**src/dmm_pkg.sv**
```systemverilog
`timescale 1ns / 1ps
// ----------------------------------------------------------------------------
// dmm_pkg
// Shared types and constants of the dense matrix multiplier.
// ----------------------------------------------------------------------------
package dmm_pkg;

    localparam int IDX_W  = 3;
    localparam int VAL_W  = 16;
    localparam int PROD_W = 32;
    localparam int ACC_W  = 39;

    localparam logic CMD_B = 1'b0;
    localparam logic CMD_A = 1'b1;

    typedef enum logic [1:0] {
        ST_IDLE,
        ST_RUN,
        ST_DRAIN
    } t_state;

    typedef struct packed {
        logic                    vld;
        logic signed [VAL_W-1:0] a;
        logic [IDX_W-1:0]        k;
    } t_chain_beat;

    typedef struct packed {
        logic                    shift;
        logic                    wr_en;
        logic [IDX_W-1:0]        wr_k;
        logic [IDX_W-1:0]        wr_j;
        logic signed [VAL_W-1:0] wr_data;
    } t_cell_ctl;

endpackage

```
**src/dmm_ram.sv**
```systemverilog
`timescale 1ns / 1ps
// ----------------------------------------------------------------------------
// dmm_ram
// Generic single-write, single-read RAM with registered read data.
// ----------------------------------------------------------------------------
module dmm_ram #(
    parameter int WIDTH = 16,
    parameter int DEPTH = 8,
    localparam int AW = (DEPTH > 1) ? $clog2(DEPTH) : 1
) (
    input  logic                    i_clk,
    input  logic                    i_wr_en,
    input  logic [AW-1:0]           i_wr_addr,
    input  logic [WIDTH-1:0]        i_wr_data,
    input  logic [AW-1:0]           i_rd_addr,
    output logic [WIDTH-1:0]        o_rd_data
);
    logic [WIDTH-1:0] r_mem [DEPTH];
    logic [WIDTH-1:0] r_rd_data;

    always_ff @(posedge i_clk) begin
        if (i_wr_en) begin
            r_mem[i_wr_addr] <= i_wr_data;
        end
        r_rd_data <= r_mem[i_rd_addr];
    end

    assign o_rd_data = r_rd_data;

endmodule

```
**src/dmm_cell.sv**
```systemverilog
`timescale 1ns / 1ps
// ----------------------------------------------------------------------------
// dmm_cell
// One column of C: holds column COL of B and its accumulator, forwards the
// A element to the next cell and shifts sums toward the head on readout.
// ----------------------------------------------------------------------------
module dmm_cell #(
    parameter int DIM = 8,
    parameter int COL = 0
) (
    input  logic                                  i_clk,
    input  logic                                  i_rst_n,
    input  dmm_pkg::t_cell_ctl                    i_ctl,
    input  dmm_pkg::t_chain_beat                  i_beat,
    output dmm_pkg::t_chain_beat                  o_beat,
    input  logic signed [dmm_pkg::ACC_W-1:0]      i_acc_next,
    output logic signed [dmm_pkg::ACC_W-1:0]      o_acc
);
    localparam int AW = (DIM > 1) ? $clog2(DIM) : 1;

    dmm_pkg::t_chain_beat                 r_beat;
    logic                                 r_prod_vld;
    logic signed [dmm_pkg::PROD_W-1:0]    r_prod;
    logic signed [dmm_pkg::ACC_W-1:0]     r_acc;
    logic [dmm_pkg::VAL_W-1:0]            w_rd_data;
    logic [AW+dmm_pkg::IDX_W-1:0]         w_rd_x;
    logic [AW+dmm_pkg::IDX_W-1:0]         w_wr_x;
    logic                                 w_wr_en;

    assign w_rd_x  = {{AW{1'b0}}, i_beat.k};
    assign w_wr_x  = {{AW{1'b0}}, i_ctl.wr_k};
    assign w_wr_en = i_ctl.wr_en && (32'(i_ctl.wr_j) == COL);

    dmm_ram #(
        .WIDTH (dmm_pkg::VAL_W),
        .DEPTH (DIM)
    ) u_bcol (
        .i_clk     (i_clk),
        .i_wr_en   (w_wr_en),
        .i_wr_addr (w_wr_x[AW-1:0]),
        .i_wr_data (i_ctl.wr_data),
        .i_rd_addr (w_rd_x[AW-1:0]),
        .o_rd_data (w_rd_data)
    );

    always_ff @(posedge i_clk) begin
        r_beat.a <= i_beat.a;
        r_beat.k <= i_beat.k;
        r_prod   <= r_beat.a * $signed(w_rd_data);
        if (!i_rst_n) begin
            r_beat.vld <= 1'b0;
            r_prod_vld <= 1'b0;
        end else begin
            r_beat.vld <= i_beat.vld;
            r_prod_vld <= r_beat.vld;
        end
    end

    always_ff @(posedge i_clk) begin
        if (!i_rst_n) begin
            r_acc <= '0;
        end else if (i_ctl.shift) begin
            r_acc <= i_acc_next;
        end else if (r_prod_vld) begin
            r_acc <= r_acc + dmm_pkg::ACC_W'(r_prod);
        end
    end

    assign o_beat = r_beat;
    assign o_acc  = r_acc;

endmodule

```
**config.mk**
```make
export PLATFORM = sky130hd
export DESIGN_NAME = dmm_cell
export DESIGN_NICKNAME = d
export VERILOG_FILES = /design/src/dmm_pkg.sv /design/src/dmm_ram.sv /design/src/dmm_cell.sv
export SDC_FILE = /design/constraint.sdc
export NUM_CORES = 1
export LEC_CHECK = 0
export BUFFER_PORTS_ARGS = -buffer_cell sky130_fd_sc_hd__buf_2
export CAP_MARGIN = 20
export CORE_ASPECT_RATIO = 1.2
export CORE_MARGIN = 4
export CORE_UTILIZATION = 45
export CTS_CLUSTER_SIZE = 14
export DETAILED_ROUTE_END_ITERATION = 8
export PLACE_DENSITY = 0.59
export SLEW_MARGIN = 25
export SYNTH_ARGS = -nofsm -noshare
export SYNTH_HDL_FRONTEND = slang
export SYNTH_HIERARCHICAL = 1
export SYNTH_SLANG_ARGS = --single-unit
export TNS_END_PERCENT = 100
```
**constraint.sdc**
```tcl
create_clock -name i_clk -period 16.8 [get_ports i_clk]
set_clock_uncertainty 0.2 [all_clocks]
set_input_delay 3.36 -clock i_clk [delete_from_list [all_inputs] [get_ports i_clk]]
set_output_delay 3.36 -clock i_clk [all_outputs]
set_load 0.01 [all_outputs]
```
==> results.yml, run 1 <==
outcome:
  status: "finished clean"
critical_path:
  crit_path_cell_trace: "nand2_1 > fa_1 > fa_1 > fa_1 > inv_1 > fa_1 > fa_1 > inv_1 > fa_1 > inv_1 > ha_1 > a21o_1 > a21o_1 > a221oi_1 > o31ai_1 > a41oi_1 > and2_1 > o211ai_1 > a31o_2 > a21oi_1 > xnor2_1"
  cp.depth: 21
  worstRegToRegCells: 21
  critPathSlowestCell: "dfxtp_1"
  r2r_end: "r_prod[31]"
  crit_fanout: 17
  critPathBufInv: 3
  worstSetupStartpoint: "o_beat[17]"
  crit_top_cell: "fa_1"
  critPathArrivalTime_ps: 7120
  crit-reg2reg-launch: "o_beat[17]"
  critPathKind: "flop to flop"
  startpoint_type: "flop"
  cpLargestDelayFamily: "adder cells"
  critPathMaxStageDelay_ps: 790
  worstPathRequired_ps: 17020
  r2r_setup_slack_ps: 9900
  endpoint_kind: "flop"
drt:
  routed_wl_um: 45100
  drtPass1Iterations: 5
  ant_nets: 0
  drc: 0
  vias: 13000
  avgViaCountPerCell: 5.23
  wl_per_cell_um: 18.2
  drt_iter0_drc: 448
sta:
  max-slew-margin-rel_pct: 31.9
  min_period_ps: 6900
  fin_setup_tns_ps: 0
  worstMarginPinSlew_ps: 1020
  finalSetupViolCount: 0
  hold_violations: 0
  max_freq_mhz: 145
  fin_crit_sh_pct: 41.1
  rsz0062_at_grt: "no"
  slew_violations: 0
synth:
  syn-num-nets: 2267
  syn_avg_cell_area_um2: 11.0
  yosysWarnings: 6
  synth_top_area_share_pct: 26.7
  synth.most_common_cell: "inv_1"
  synthDistinctLibCells: 68
  synthTopCellsByArea: "fa_1, edfxtp_1, dfxtp_1, ha_1, inv_1"
  yosys-top-cells-count: "inv_1, fa_1, nand2_1"
  synth_area_mm2: 0.0197
  synth-edff-count: 128
  synth_top_cell_by_area: "fa_1"
  syn_inst: 1799
  async_flop_share_pct: 0
  ys_seq_area_share_pct: 30.4
  ys_ff_latch: 236
  synth-main-ff-cell: "edfxtp_1"
placed_design:
  dpl.hpwl_um: 35200
  io_buffer_count: 143
  routabilityCongestion: 0.864
cells_and_area:
  ff_latch_area_mm2: 0.00601
  multi_input_area_mm2: 0.0124
  final_nets: 2379
  area_growth_pct: 10.4
  fill_cells: 3862
  drive_above_1_share_pct: 12.1
clock_network:
  cts_root_buffer: "clkbuf_16"
  cts.clk_slew.worst_paths_ps: 60
  ctsResizeCount: 0
  h-tree-depth: 1
  cts_buffers: 25
  clock_latency_ps: 550
  clk_path_buf_depth: 3
  post_cts_buffers: 0
  clkSinkCount: 236
  cts_hold_buf: 0
  cts_tree: "done"
floorplanning:
  fp.dieH_um: 237
  design.core.area_mm2: 0.0431
  io_pins: 144
  die_x_um: 199
  start_util_pct: 45.8
  dieArea_mm2: 0.0473
  rows: 83
grt:
  globalRouteOverflowTotal: 0
  grt_pass1_wl_um: 72100
  grt_usage_pct: 19.0
  grt_max_degree: 42
  grt_antenna_before_repair: 1
  grt_pass1_vias: 13600
run:
  cap_violations: 0
min_path:
  hold_depth: 1
  hold_path.class: "flop to flop"
  hold-path-endpoint: "r_prod_vld"
  min_from: "o_beat[19]"
[how the worst max path moves through the flow]
stage            endpoint
2_1_floorplan  r_prod[31]
3_3_place_gp   r_prod[31]
3_5_place_dp   r_prod[31]
4_1_cts        r_prod[31]
5_1_grt        r_prod[31]
6_report       r_prod[31]
[cell usage in the layout (no fill, tap or decap), types with 13 or more instances in the layout]
cell type / count
a211oi_1: 21
a21o_1: 29
a21oi_1: 58
a31oi_1: 13
and2_1: 130
buf_2: 143
clkbuf_16: 25
dfxtp_1: 108
edfxtp_1: 128
fa_1: 263
ha_1: 120
inv_1: 306
mux2_2: 16
mux2i_1: 15
mux4_1: 28
nand2_1: 151
nand2b_1: 17
nor2_1: 61
nor3_1: 22
o21a_1: 16
o21ai_0: 46
xnor2_1: 46
[routing by layer]
| layer | track usage (%) | up-vias | part of all wire (%) |
|---|---|---|---|
| met4 | 4.42 | 2 | 2.0 |
| met3 | 3.30 | 64 | 4.9 |
| met2 | 33.6 | 260 | 51 |
| li1 | - | 6140 | - |
| met5 | 0 | - | 0.016 |
| met1 | 24.5 | 6523 | 42 |
[worst reg2reg max path, stage by stage (launching register included)]
cell,delay (ps)
dfxtp_1,790
nand2_1,180
fa_1,540
fa_1,560
fa_1,540
inv_1,70
fa_1,460
fa_1,510
inv_1,50
fa_1,470
inv_1,40
ha_1,320
a21o_1,190
a21o_1,180
a221oi_1,290
o31ai_1,210
a41oi_1,350
and2_1,190
o211ai_1,120
a31o_2,250
a21oi_1,190
xnor2_1,90
[logic make-up after synthesis]
family / Yosys count / share of synthesized area, %
flip-flops: 236 / 30.4
multiplexers: 64 / 5.91
AO/OA/AOI/OAI: 250 / 8.63
adder cells (fa/ha/maj): 383 / 34.3
AND/OR/NAND/NOR: 438 / 11.0
buffers and inverters: 371 / 7.21
XOR/XNOR: 57 / 2.53
[flip-flops by register name, indices dropped and copies added, names as in the netlist]
register          flops
u_bcol/o_rd_data     16
o_acc                39
u_bcol/r_mem        128
r_prod               32
r_prod_vld            1
o_beat               20
[area by class of cell]
class	count	area share, %
sequential	236	27.5
multi-input combinational	1192	56.8
clock buffer	30	3.09
clock inverter	16	0.591
inverter	308	5.30
antenna	1	0.0115
tap	552	3.17
timing repair buffer	148	3.51
[stage by stage]
stage | instance area, um^2 | hold slack (ps) | utilization, % | worst slack (ps) | std cells
after floorplan | 19700 | 304 | - | 10500 | 1799
after global placement | 20900 | 252 | 48.6 | 10040 | 2435
after detailed placement | 21000 | 257 | 48.7 | 9920 | 2435
after CTS | 21800 | 275 | 50.5 | 9910 | 2481
after global routing | 21800 | 308 | 50.6 | 9590 | 2482
final | 21800 | 270 | 50.6 | 9900 | 2483
Power of run 1 is not shown: default switching activity piles up to over one toggle a cycle in this logic, so the estimate is an artifact.
==> inputs of run 2 (changes only) <==
Settings changed: ABC_AREA set to 1.
Clock period 16.8 ns to 7.2 ns, I/O delays scaled along.
==> run 2 against run 1 <==
  * Non-clock buffer count rose by 13
  * Global-route usage increased by 3.1 points
  * Synthesized cell count increased by 56%
  * Synthesized area grew 12%
  * Highest routed layer is now met4
==> results.yml, run 2 <==
cells_and_area:
  final_nets: 3373
  multi_input_area_mm2: 0.0129
  n_antenna_cell: 0
  drive_above_1_share_pct: 9.23
  largest_register_ffs: 128
  fill_cells: 4740
  final_cell_mix: "nand2_1, inv_1, fa_1"
  stdcell_area_mm2: 0.0242
  final_util_pct: 50.1
  ff_latch_area_mm2: 0.00601
  top_register: "u_bcol/r_mem"
  final_common_cell: "nand2_1"
  area_growth_pct: 9.64
drt:
  drtPass1Iterations: 5
  drt_iter0_drc: 1016
  ant_nets: 0
  drc: 0
  routed_wl_um: 57500
  avgViaCountPerCell: 4.90
  vias: 17400
  wl_per_cell_um: 16.2
min_path:
  hold_path.class: "flop to flop"
  hold_depth: 2
  min_from: "o_beat[19]"
  hold-path-endpoint: "r_prod_vld"
critical_path:
  startpoint_type: "flop"
  critPathBufInv: 4
  crit_path_cell_trace: "nand2_1 > inv_1 > fa_1 > fa_1 > fa_1 > fa_1 > fa_1 > inv_1 > fa_1 > inv_1 > ha_1 > nand2_1 > nor2_1 > and3_1 > nand4_1 > nand3_1 > a21o_1 > nand2_1 > inv_1 > nor2_1"
  critPathMaxStageDelay_ps: 810
  critPathSlowestCell: "fa_1"
  crit_top_cell: "fa_1"
  crit-reg2reg-launch: "u_bcol/o_rd_data[2]"
  endpoint_kind: "flop"
  critPathKind: "flop to flop"
  worstPathRequired_ps: 7470
  critPathArrivalTime_ps: 6410
  r2r_setup_slack_ps: 1060
  crit_fanout: 16
  worstRegToRegCells: 20
  cpLargestDelayFamily: "adder cells"
  r2r_end: "r_prod[31]"
clock_network:
  clkSinkCount: 236
  post_cts_buffers: 0
  cts.clk_slew.worst_paths_ps: 60
  cts_root_buffer: "clkbuf_16"
  clock_latency_ps: 570
  clk_path_buf_depth: 3
  cts_hold_buf: 0
  cts_buffers: 27
  h-tree-depth: 1
  ctsResizeCount: 0
  cts_tree: "done"
synth:
  synth-main-ff-cell: "edfxtp_1"
  syn_inst: 2812
  syn-num-nets: 3280
  yosys-top-cells-count: "nand2_1, inv_1, fa_1"
  yosysWarnings: 6
  ys_ff_latch: 236
  syn_avg_cell_area_um2: 7.85
  synth_area_mm2: 0.0221
  ys_seq_area_share_pct: 27.2
  synth_top_area_share_pct: 23.9
  synth.most_common_cell: "nand2_1"
  synth_top_cell_by_area: "fa_1"
  async_flop_share_pct: 0
  synthDistinctLibCells: 43
  synthTopCellsByArea: "fa_1, edfxtp_1, nand2_1, inv_1, dfxtp_1"
  synth-edff-count: 128
grt:
  grt_max_degree: 67
  grt_antenna_before_repair: 0
  grt_pass1_vias: 18300
  grt_pass1_wl_um: 94400
  grt_usage_pct: 22.1
  globalRouteOverflowTotal: 0
sta:
  worstMarginPinSlew_ps: 876
  min_period_ps: 6140
  max_freq_mhz: 163
  finalSetupViolCount: 0
  slew_violations: 0
  max-slew-margin-rel_pct: 41.5
  fin_crit_sh_pct: 85.3
  fin_setup_tns_ps: 0
  hold_violations: 0
  rsz0062_at_grt: "no"
floorplanning:
  design.core.area_mm2: 0.0483
  die_x_um: 210
  fp.dieH_um: 251
  rows: 88
  io_pins: 144
  start_util_pct: 45.7
  dieArea_mm2: 0.0527
placed_design:
  io_buffer_count: 143
  placed_cell_area_mm2: 0.0233
  routabilityCongestion: 0.948
  dpl.hpwl_um: 45500
outcome:
  status: "finished clean"
run:
  cap_violations: 0
[run 2: worst max-delay path by stage]
stage	slack, ps	cells past startpoint	end	start
2_1_floorplan	1440	19	r_prod[31]	o_beat[18]
3_3_place_gp	1080	19	r_prod[30]	u_bcol/o_rd_data[2]
3_5_place_dp	1050	19	r_prod[30]	u_bcol/o_rd_data[2]
4_1_cts	1070	19	r_prod[30]	u_bcol/o_rd_data[2]
5_1_grt	630	21	r_prod[31]	u_bcol/o_rd_data[2]
6_report	1060	20	r_prod[31]	u_bcol/o_rd_data[2]
[run 2: metrics by stage]
stage | hold slack (ps) | setup WS (ps) | instances
floorplan | 258 | 1440 | 2812
global placement | 238 | 1080 | 3506
detailed placement | 233 | 1050 | 3506
CTS | 247 | 1070 | 3555
global route | 282 | 628 | 3555
finish | 242 | 1060 | 3555
[run 2: cell families after synthesis]
group           count (synthesis)  synth area share (%)
simple gates                 1154                  21.4
buf+inv                       824                  14.4
fa+ha+maj                     383                  30.7
flops                         236                  27.2
compound gates                169                  4.50
xor+xnor                       46                  1.86
[run 2: per-layer routing]
layer / up-vias / track usage (%) / part of all wire [%]
met4: 0 / 7.25 / 3.4
met1: 8278 / 28.6 / 42
met5: - / 0 / 0
li1: 8518 / - / -
met2: 489 / 38.3 / 49
met3: 123 / 2.99 / 5.5
[run 2: worst reg2reg max path, delay by kind of cell, from the launching register on]
| kind | cells | cell delay, ps |
|---|---|---|
| fa+ha+maj | 7 | 3680 |
| compound gates | 1 | 160 |
| simple gates | 8 | 1030 |
| flops | 1 | 730 |
| buf+inv | 4 | 270 |
[run 2: area by class of cell]
class | instances | area share (%)
timing repair buffer | 161 | 3.52
multi-input combinational | 1752 | 53.3
inverter | 727 | 11.3
sequential | 236 | 24.8
tap | 630 | 3.26
clock buffer | 38 | 3.13
clock inverter | 11 | 0.724
Power of run 2 is left out for the same reason.
